## config.mk

```make
export PLATFORM = sky130hd
export DESIGN_NAME = block_hadamard_rotate
export DESIGN_NICKNAME = d
export VERILOG_FILES = /design/src/hdl/bhr_pkg.sv /design/src/hdl/bhr_ctrl.sv /design/src/hdl/bhr_datapath.sv /design/src/hdl/block_hadamard_rotate.sv
export SDC_FILE = /design/constraint.sdc
export NUM_CORES = 2
export LEC_CHECK = 0
export BUFFER_PORTS_ARGS = -buffer_cell sky130_fd_sc_hd__clkbuf_2
export CAP_MARGIN = 5
export CORE_UTILIZATION = 50
export CTS_BUF_LIST = sky130_fd_sc_hd__clkbuf_2
export DETAILED_ROUTE_END_ITERATION = 10
export HOLD_SLACK_MARGIN = 0.03
export PLACE_DENSITY = 0.64
export SYNTH_ARGS = -nofsm -noshare
export SYNTH_HDL_FRONTEND = slang
export SYNTH_HIERARCHICAL = 1
export SYNTH_SLANG_ARGS = --single-unit
```

## constraint.sdc

```tcl
create_clock -name clock -period 16.5 [get_ports clock]
set_input_delay 1.65 -clock clock [delete_from_list [all_inputs] [get_ports clock]]
set_output_delay 1.65 -clock clock [all_outputs]
set_load 0.02 [all_outputs]
```

## src/hdl/bhr_pkg.sv

```systemverilog
// ----------------------------------------------------------------------------
// bhr_pkg
// Types and constants shared by the block Hadamard rotation modules.
// ----------------------------------------------------------------------------
package bhr_pkg;

   localparam int XW      = 16;  // Element width, Q8.8.
   localparam int SW      = 16;  // Scale width, Q4.12.
   localparam int EW      = 22;  // Buffer entry width.
   localparam int YW      = 19;  // Result width.
   localparam int KW      = 16;  // Normalization constant width, Q1.15.
   localparam int DIVW    = XW + 12;
   localparam int DIV_STEPS = DIVW;
   localparam int CSR_IW  = 8;
   localparam int CSR_DW  = 8;

   localparam logic [CSR_IW-1:0] CSR_SCALE_ENABLE = 8'd0;
   localparam logic [CSR_IW-1:0] CSR_BLOCK_LOG2   = 8'd1;

   typedef enum logic [3:0] {
      ST_IDLE,
      ST_DIV,
      ST_STORE,
      ST_BF_RD,
      ST_BF_SUM,
      ST_BF_DIFF,
      ST_OUT_RD,
      ST_OUT_MUL,
      ST_OUT_LOAD,
      ST_OUT_WAIT
   } bhr_state_type;

   typedef struct packed {
      logic div_start;
      logic div_step;
      logic store_en;
      logic rd_en;
      logic wr_sum;
      logic wr_diff;
      logic mul_en;
      logic out_load;
      logic out_last;
   } bhr_cmd_type;

   // Q1.15 value of 1/sqrt(2^lg), rounded to nearest.
   function automatic logic [KW:0] inv_sqrt_k(input logic [2:0] lg);
      logic [KW:0] k;
      begin
         unique case (lg)
            3'd0:    k = 17'd32768;
            3'd1:    k = 17'd23170;
            3'd2:    k = 17'd16384;
            3'd3:    k = 17'd11585;
            3'd4:    k = 17'd8192;
            3'd5:    k = 17'd5793;
            default: k = 17'd4096;
         endcase
         return k;
      end
   endfunction

endpackage

```

## src/hdl/bhr_ctrl.sv

```systemverilog
// ----------------------------------------------------------------------------
// bhr_ctrl
// Sequencer: division steps, buffer fill, butterfly passes and result output.
// ----------------------------------------------------------------------------
module bhr_ctrl #(
   parameter int AW = 6
) (
   input  logic                 clock,
   input  logic                 reset,
   input  logic                 req_valid,
   output logic                 req_stall,
   output logic                 rsp_valid,
   input  logic                 rsp_stall,
   input  logic                 scale_enable,
   input  logic [2:0]           eff_lg,
   output bhr_pkg::bhr_cmd_type cmd,
   output logic [AW-1:0]        wr_addr,
   output logic [AW-1:0]        rd_addr_a,
   output logic [AW-1:0]        rd_addr_b
);
   import bhr_pkg::*;

   localparam int DEPTH = 1 << AW;

   bhr_state_type state_ff, state_in;
   logic [AW:0]   fill_ff, fill_in;
   logic [2:0]    stage_ff, stage_in;
   logic [AW-1:0] pair_ff, pair_in;
   logic [AW-1:0] idx_ff, idx_in;
   logic [4:0]    cnt_ff, cnt_in;

   logic [AW:0]   n_size;
   logic [AW:0]   fill_next;
   logic [AW-1:0] h_vec;
   logic [AW-1:0] low_mask;
   logic [AW-1:0] j_addr;
   logic          last_pair;
   logic          last_stage;
   logic          last_idx;

   always_ff @(posedge clock) begin
      if (reset) begin
         state_ff <= ST_IDLE;
         fill_ff  <= '0;
         stage_ff <= '0;
         pair_ff  <= '0;
         idx_ff   <= '0;
         cnt_ff   <= '0;
      end else begin
         state_ff <= state_in;
         fill_ff  <= fill_in;
         stage_ff <= stage_in;
         pair_ff  <= pair_in;
         idx_ff   <= idx_in;
         cnt_ff   <= cnt_in;
      end
   end

   always_comb begin
      n_size     = (AW+1)'(1) << eff_lg;
      fill_next  = fill_ff + 1'b1;
      h_vec      = AW'(1) << stage_ff;
      low_mask   = h_vec - 1'b1;
      // Pair index with a zero inserted at the stage bit gives the upper leg.
      j_addr     = ((pair_ff & ~low_mask) << 1) | (pair_ff & low_mask);
      last_pair  = (pair_ff == AW'((n_size >> 1) - 1'b1));
      last_stage = (stage_ff == (eff_lg - 3'd1));
      last_idx   = ({1'b0, idx_ff} == (n_size - 1'b1));
   end

   always_comb begin
      state_in  = state_ff;
      fill_in   = fill_ff;
      stage_in  = stage_ff;
      pair_in   = pair_ff;
      idx_in    = idx_ff;
      cnt_in    = cnt_ff;
      cmd       = '0;
      wr_addr   = fill_ff[AW-1:0];
      rd_addr_a = j_addr;
      rd_addr_b = j_addr | h_vec;
      req_stall = (state_ff != ST_IDLE);
      rsp_valid = (state_ff == ST_OUT_WAIT);

      unique case (state_ff)
         ST_IDLE: begin
            if (req_valid) begin
               cmd.div_start = 1'b1;
               cnt_in        = '0;
               state_in      = scale_enable ? ST_DIV : ST_STORE;
            end
         end
         ST_DIV: begin
            cmd.div_step = 1'b1;
            cnt_in       = cnt_ff + 1'b1;
            if (cnt_ff == 5'(DIV_STEPS - 1)) begin
               state_in = ST_STORE;
            end
         end
         ST_STORE: begin
            cmd.store_en = (fill_ff < (AW+1)'(DEPTH));
            if (fill_next >= n_size) begin
               fill_in  = '0;
               stage_in = '0;
               pair_in  = '0;
               idx_in   = '0;
               state_in = (eff_lg == 3'd0) ? ST_OUT_RD : ST_BF_RD;
            end else begin
               fill_in  = fill_next;
               state_in = ST_IDLE;
            end
         end
         ST_BF_RD: begin
            cmd.rd_en = 1'b1;
            state_in  = ST_BF_SUM;
         end
         ST_BF_SUM: begin
            cmd.wr_sum = 1'b1;
            wr_addr    = j_addr;
            state_in   = ST_BF_DIFF;
         end
         ST_BF_DIFF: begin
            cmd.wr_diff = 1'b1;
            wr_addr     = j_addr | h_vec;
            state_in    = ST_BF_RD;
            if (last_pair) begin
               pair_in = '0;
               if (last_stage) begin
                  state_in = ST_OUT_RD;
               end else begin
                  stage_in = stage_ff + 3'd1;
               end
            end else begin
               pair_in = pair_ff + 1'b1;
            end
         end
         ST_OUT_RD: begin
            cmd.rd_en = 1'b1;
            rd_addr_a = idx_ff;
            state_in  = ST_OUT_MUL;
         end
         ST_OUT_MUL: begin
            cmd.mul_en = 1'b1;
            state_in   = ST_OUT_LOAD;
         end
         ST_OUT_LOAD: begin
            cmd.out_load = 1'b1;
            cmd.out_last = last_idx;
            state_in     = ST_OUT_WAIT;
         end
         ST_OUT_WAIT: begin
            if (!rsp_stall) begin
               if (last_idx) begin
                  state_in = ST_IDLE;
               end else begin
                  idx_in   = idx_ff + 1'b1;
                  state_in = ST_OUT_RD;
               end
            end
         end
         default: begin
            state_in = ST_IDLE;
         end
      endcase
   end

endmodule

```

## src/hdl/bhr_datapath.sv

```systemverilog
// ----------------------------------------------------------------------------
// bhr_datapath
// Restoring divider, element buffer, butterfly adder and output scaling.
// ----------------------------------------------------------------------------
module bhr_datapath #(
   parameter int AW = 6
) (
   input  logic                 clock,
   input  bhr_pkg::bhr_cmd_type cmd,
   input  logic [AW-1:0]        wr_addr,
   input  logic [AW-1:0]        rd_addr_a,
   input  logic [AW-1:0]        rd_addr_b,
   input  logic                 scale_enable,
   input  logic [2:0]           eff_lg,
   input  logic signed [15:0]   req_x_value,
   input  logic [15:0]          req_scale_value,
   input  logic                 req_sign_negative,
   output logic signed [18:0]   rsp_y_value,
   output logic                 rsp_last_of_block
);
   import bhr_pkg::*;

   localparam int DEPTH = 1 << AW;
   localparam int PW    = EW + KW + 1;

   logic signed [EW-1:0] mem [DEPTH];

   logic signed [XW-1:0] x_ff;
   logic [SW-1:0]        sc_ff;
   logic                 sgn_ff;
   logic [DIVW-1:0]      quo_ff;
   logic [SW-1:0]        rem_ff;
   logic signed [EW-1:0] rd_a_ff, rd_b_ff, diff_ff;
   logic signed [PW-1:0] prod_ff;
   logic signed [YW-1:0] y_ff;
   logic                 last_ff;

   logic [SW:0]          rem_sh;
   logic                 q_bit;
   logic [XW-1:0]        x_mag;
   logic signed [XW-1:0] elem_div;
   logic signed [XW-1:0] elem;
   logic signed [XW-1:0] elem_sgn;
   logic signed [EW-1:0] wr_data;
   logic signed [PW:0]   rounded;
   logic signed [PW-15:0] shifted;
   logic signed [YW-1:0] y_sat;

   always_comb begin
      x_mag  = req_x_value[XW-1] ? XW'(-req_x_value) : XW'(req_x_value);
      rem_sh = {rem_ff, quo_ff[DIVW-1]};
      q_bit  = (rem_sh >= {1'b0, sc_ff});

      if (x_ff == '0) begin
         elem_div = '0;
      end else if (!x_ff[XW-1]) begin
         elem_div = (quo_ff > DIVW'(32767)) ? 16'sd32767 : XW'(quo_ff);
      end else begin
         elem_div = (quo_ff > DIVW'(32768)) ? -16'sd32768 : XW'(-quo_ff);
      end
      elem = scale_enable ? elem_div : x_ff;
      if (sgn_ff) begin
         // Negating the most negative value saturates.
         elem_sgn = (elem == -16'sd32768) ? 16'sd32767 : -elem;
      end else begin
         elem_sgn = elem;
      end

      priority if (cmd.store_en) begin
         wr_data = EW'(elem_sgn);
      end else if (cmd.wr_sum) begin
         wr_data = rd_a_ff + rd_b_ff;
      end else begin
         wr_data = diff_ff;
      end

      rounded = (PW+1)'(prod_ff) + (PW+1)'(16384);
      shifted = rounded[PW:15];
      if (shifted > (PW-14)'(262143)) begin
         y_sat = 19'sh3FFFF;
      end else if (shifted < -(PW-14)'(262144)) begin
         y_sat = 19'sh40000;
      end else begin
         y_sat = YW'(shifted);
      end
   end

   always_ff @(posedge clock) begin
      if (cmd.div_start) begin
         x_ff   <= req_x_value;
         sc_ff  <= req_scale_value;
         sgn_ff <= req_sign_negative;
         quo_ff <= {x_mag, 12'b0};
         rem_ff <= '0;
      end else if (cmd.div_step) begin
         quo_ff <= {quo_ff[DIVW-2:0], q_bit};
         rem_ff <= q_bit ? SW'(rem_sh - {1'b0, sc_ff}) : SW'(rem_sh);
      end
   end

   always_ff @(posedge clock) begin
      if (cmd.store_en || cmd.wr_sum || cmd.wr_diff) begin
         mem[wr_addr] <= wr_data;
      end
      if (cmd.rd_en) begin
         rd_a_ff <= mem[rd_addr_a];
         rd_b_ff <= mem[rd_addr_b];
      end
      if (cmd.wr_sum) begin
         diff_ff <= rd_a_ff - rd_b_ff;
      end
      if (cmd.mul_en) begin
         prod_ff <= PW'(rd_a_ff) * $signed(inv_sqrt_k(eff_lg));
      end
      if (cmd.out_load) begin
         y_ff    <= y_sat;
         last_ff <= cmd.out_last;
      end
   end

   assign rsp_y_value       = y_ff;
   assign rsp_last_of_block = last_ff;

endmodule

```

## src/hdl/block_hadamard_rotate.sv

```systemverilog
// ----------------------------------------------------------------------------
// block_hadamard_rotate
// Block Walsh-Hadamard rotation of a scaled, sign-flipped element stream.
// ----------------------------------------------------------------------------
// The req channel takes one element (x_value, scale_value, sign_negative) per
// item; req_stall is high while the block is busy. With scaling on, each
// element runs through a restoring divider before it is stored; a new item
// is accepted only after the last one is stored. Once N = 2^block_log2
// (capped at AW) items are held, log2(N)*N/2 butterflies run through one
// buffer write port, each reading a pair, then writing sum and difference.
// The N results then leave on the rsp channel one at a time (memory read,
// multiply, round and saturate, output register), with last_of_block on the
// final one. A stalled rsp item holds its value until taken; no new input is
// accepted until the whole block has been delivered. Reset clears the fill
// count and the controller, and sets scale_enable to 1 and block_log2 to 6.
// The csr channel is always ready; writes to unknown indexes are ignored.
// ----------------------------------------------------------------------------
module block_hadamard_rotate #(
   parameter int MAX_BLOCK = 64
) (
   input  logic                clock,
   input  logic                reset,
   input  logic                req_valid,
   output logic                req_stall,
   input  logic signed [15:0]  req_x_value,
   input  logic [15:0]         req_scale_value,
   input  logic                req_sign_negative,
   output logic                rsp_valid,
   input  logic                rsp_stall,
   output logic signed [18:0]  rsp_y_value,
   output logic                rsp_last_of_block,
   input  logic                csr_valid,
   output logic                csr_ready,
   input  logic [7:0]          csr_index,
   input  logic [7:0]          csr_data
);
   import bhr_pkg::*;

   localparam int LOG_RAW = $clog2(MAX_BLOCK + 1) - 1;
   localparam int AW      = (LOG_RAW > 6) ? 6 : LOG_RAW;

   logic        scale_enable_ff, scale_enable_in;
   logic [2:0]  block_log2_ff, block_log2_in;
   logic [2:0]  eff_lg;
   bhr_cmd_type cmd;
   logic [AW-1:0] wr_addr, rd_addr_a, rd_addr_b;

   assign csr_ready = 1'b1;

   always_comb begin
      scale_enable_in = scale_enable_ff;
      block_log2_in   = block_log2_ff;
      if (csr_valid) begin
         if (csr_index == CSR_SCALE_ENABLE) begin
            scale_enable_in = csr_data[0];
         end else if (csr_index == CSR_BLOCK_LOG2) begin
            block_log2_in = csr_data[2:0];
         end
      end
      eff_lg = (block_log2_ff > 3'(AW)) ? 3'(AW) : block_log2_ff;
   end

   always_ff @(posedge clock) begin
      if (reset) begin
         scale_enable_ff <= 1'b1;
         block_log2_ff   <= 3'd6;
      end else begin
         scale_enable_ff <= scale_enable_in;
         block_log2_ff   <= block_log2_in;
      end
   end

   bhr_ctrl #(.AW(AW)) u_ctrl (
      .clock        (clock),
      .reset        (reset),
      .req_valid    (req_valid),
      .req_stall    (req_stall),
      .rsp_valid    (rsp_valid),
      .rsp_stall    (rsp_stall),
      .scale_enable (scale_enable_ff),
      .eff_lg       (eff_lg),
      .cmd          (cmd),
      .wr_addr      (wr_addr),
      .rd_addr_a    (rd_addr_a),
      .rd_addr_b    (rd_addr_b)
   );

   bhr_datapath #(.AW(AW)) u_datapath (
      .clock             (clock),
      .cmd               (cmd),
      .wr_addr           (wr_addr),
      .rd_addr_a         (rd_addr_a),
      .rd_addr_b         (rd_addr_b),
      .scale_enable      (scale_enable_ff),
      .eff_lg            (eff_lg),
      .req_x_value       (req_x_value),
      .req_scale_value   (req_scale_value),
      .req_sign_negative (req_sign_negative),
      .rsp_y_value       (rsp_y_value),
      .rsp_last_of_block (rsp_last_of_block)
   );

endmodule
```

==> qor.yml <==
vias: 53500
die-area_sq_mm: 0.182
fin_crit_ns: 8.80
comb_power_share_pct: 7.9
setup_ws_ns: 7.70
viasPerCell: 6.35
fp.dieW_um: 426
cp.arrival_ns: 10.27
drive_gt1_share_pct: 31.3
seqPwrFrac_pct: 58.8
finalHoldViolations: 0
final_common_cell: "edfxtp_1"
nNetsFinal: 6307
ys_types: 97
area_growth_pct: 8.48
clk_latency_ns: 1.88
place_hpwl_mm: 150
drt_iter0_markers: 5480
synth_top_area_cell: "edfxtp_1"
p_total_w: 0.00807
cts_tree: "yes"
synth_seq_cells: 1631
grt_pass1_vias: 55200
maxSlewViolCount: 0
ys_seq_area_share_pct: 53.7
route.detailed.drc: 0
dp_slack_ns: 7.68
ir_drop_uv: 65.6
p_int_w: 0.00591
ys.flop_type: "edfxtp_1"
synth_warnings: 6
critPathLaunchType: "flip-flop"
place.gp.congestion: 0.862
setup_viol: 0
syn-num-nets: 5978
final_cell_mix: "edfxtp_1, mux4_2, clkbuf_2"
syn_area_sq_mm: 0.0900
end_kind: "flip-flop"
ys_top_cells_by_area: "edfxtp_1, mux4_2, fa_1"
power_frac_clock_pct: 33.4
setup_tns_ns: 0
drtAntennaViolNets: 0
critPathMaxStageDelay_ns: 0.72
path_clk_slew_ns: 0.11
cellPowerDensity_mw_per_mm2: 82.7
async_flop_share_pct: 0
criticalPathCategory: "reg2reg"
first_pass_iters: 5
io_pins: 77
p_sw_w: 0.00216
power.switching_fraction_pct: 26.8
leakage_nw: 33.7
avgSynthCellArea_sq_um: 16.6
crit_slowest_cell: "a21o_1"
cp_top_family: "adder cells"
cts_buffers: 425
cpMostUsedCell: "fa_1"
status: "completed"
synth-edff-count: 1568
slew_headroom_pct: 19.2
yosysTopAreaCellShare_pct: 52.3
skew_ns: 0.215
routedWlPerCell_um: 29.4
worst-path-buf-inv: 6
max_freq_ghz: 0.114
hold_path.class: "in2reg"
worstPathRequired_ns: 17.97
wirelength_mm: 248
syn_inst: 5429
nFillCells: 14300
core-area_sq_mm: 0.179
max-cap-violations: 0
period_share_pct: 53.4
initial_core_util_pct: 50.4
cts-root-buf: "clkbuf_2"
max_slew.worst_pin.slew_ns: 1.21
rows: 155
antenna_found_initial: 25
grt_start_max_net_pins: 142
grt.total_usage_pct: 27.9
grt_overflow: 0
clock_path_buffers: 4
worstPathMaxFanout: 53
cts.sinks: 1631
grt_pass1_wl_mm: 363
h-tree-depth: 5
die_y_um: 426
rsz0062_at_grt: "no"
io_buffers: 70
sequential cells by signal, summed over array words and instances, names as in the netlist, 5 cells and up:
name,flops
u_datapath/rd_a_ff,22
u_datapath/sc_ff,16
u_datapath/diff_ff,22
u_datapath/rem_ff,16
u_ctrl/fill_ff,7
u_datapath/prod_ff,25
u_datapath/x_ff,16
u_datapath/quo_ff,28
u_datapath/mem,1408
u_ctrl/idx_ff,6
u_ctrl/pair_ff,6
u_datapath/rd_b_ff,22
u_datapath/rsp_y_value,19
u_ctrl/cnt_ff,5
through the flow:
step	utilization, %	instance area [sq um]	hold slack [ns]	std cells
5_1_grt	54.6	97600	0.153	8420
3_3_place_gp	52.4	93600	0.440	7649
6_report	54.7	97600	0.295	8427
3_5_place_dp	52.4	93600	0.467	7649
4_1_cts	54.6	97600	0.0505	8414
2_1_floorplan	-	90000	0.426	5429
path summary, 6_finish.rpt:
kind,from,to,slack [ns],cells past startpoint
setup reg to reg,block_log2_ff[2],u_datapath/prod_ff[38],7.70,26
hold / removal,req_valid,u_ctrl/state_ff[0],0.29,3
setup / recovery,block_log2_ff[2],u_datapath/prod_ff[38],7.70,26
hold reg to reg,u_datapath/rem_ff[3],u_datapath/rem_ff[3],0.49,2
cell families after synthesis:
family          Yosys count  share of synthesized area [%]
flops                  1631                           53.7
mux                     972                           23.7
simple gates            916                           5.10
buf+inv                 777                           3.29
fa+ha+maj               495                           9.19
compound gates          490                           3.58
xor+xnor                147                           1.45
other cells               1                        0.00417
metal layers:
metal  up-vias  global-route usage, %  share of wire (%)
met5         -                      0              0.050
met2      2652                   44.5                 48
met1     28000                   37.4                 38
met3       514                   6.25                9.8
met4        18                   11.0                3.8
li1      22400                      -                  -
cells in the mapped netlist (all sizes together) (6+ instances only):
cell	count
nor3b	6
or4	11
nand2	213
a311oi	7
or2	9
a31o	7
and4	7
nand4	13
or3	37
o31ai	12
a22o	12
a21o	18
nor2b	41
xnor2	98
xor2	48
o2bb2ai	8
nor2	253
a31oi	18
ha	218
o31a	9
o21a	15
inv	448
mux2i	44
nand2b	29
and3	73
nor3	49
o21ai	121
a2111oi	10
fa	277
clkbuf	246
mux4	924
nand3	60
a21oi	127
o22ai	14
a211o	6
a211oi	26
buf	82
nor4	14
o21bai	15
edfxtp	1568
dfxtp	63
and2	91
o211ai	6
a21boi	8
tightest hold or removal path: cells and delay by family:
kind                   cells  cell delay, ns
AOI/OAI and AO/OA          1            0.08
buffers and inverters      1            0.10
and+or+nand+nor            1            0.16
cell type report:
type | count | area (sq um) | area share, %
flip-flops and latches | 1631 | 48300 | 49.5
clock buffers | 605 | 3030 | 3.10
inverters | 449 | 1690 | 1.73
repair buffers | 230 | 1730 | 1.77
multi-input cells | 3021 | 39300 | 40.2
diodes | 13 | 32.5 | 0.0333
well taps | 2355 | 2950 | 3.02
clock inverters | 123 | 559 | 0.573
power by group through the flow:
stage	clock network [W]	registers [W]	logic (W)
4_1_cts	0.00277	0.00474	0.000631
5_1_grt	0.00296	0.00475	0.000684
3_3_place_gp	0	0.00483	0.000608
3_5_place_dp	0	0.00484	0.000622
6_report	0.00269	0.00474	0.000635
2_1_floorplan	0	0.00483	0.000371
repair_timing:
item,CTS,global route
endpoints found under the hold margin,37,0
hold buffers,37,0
gates resized for setup,0,0
buffers inserted,0,0
No activity file was read; power rests on OpenSTA's default activity.
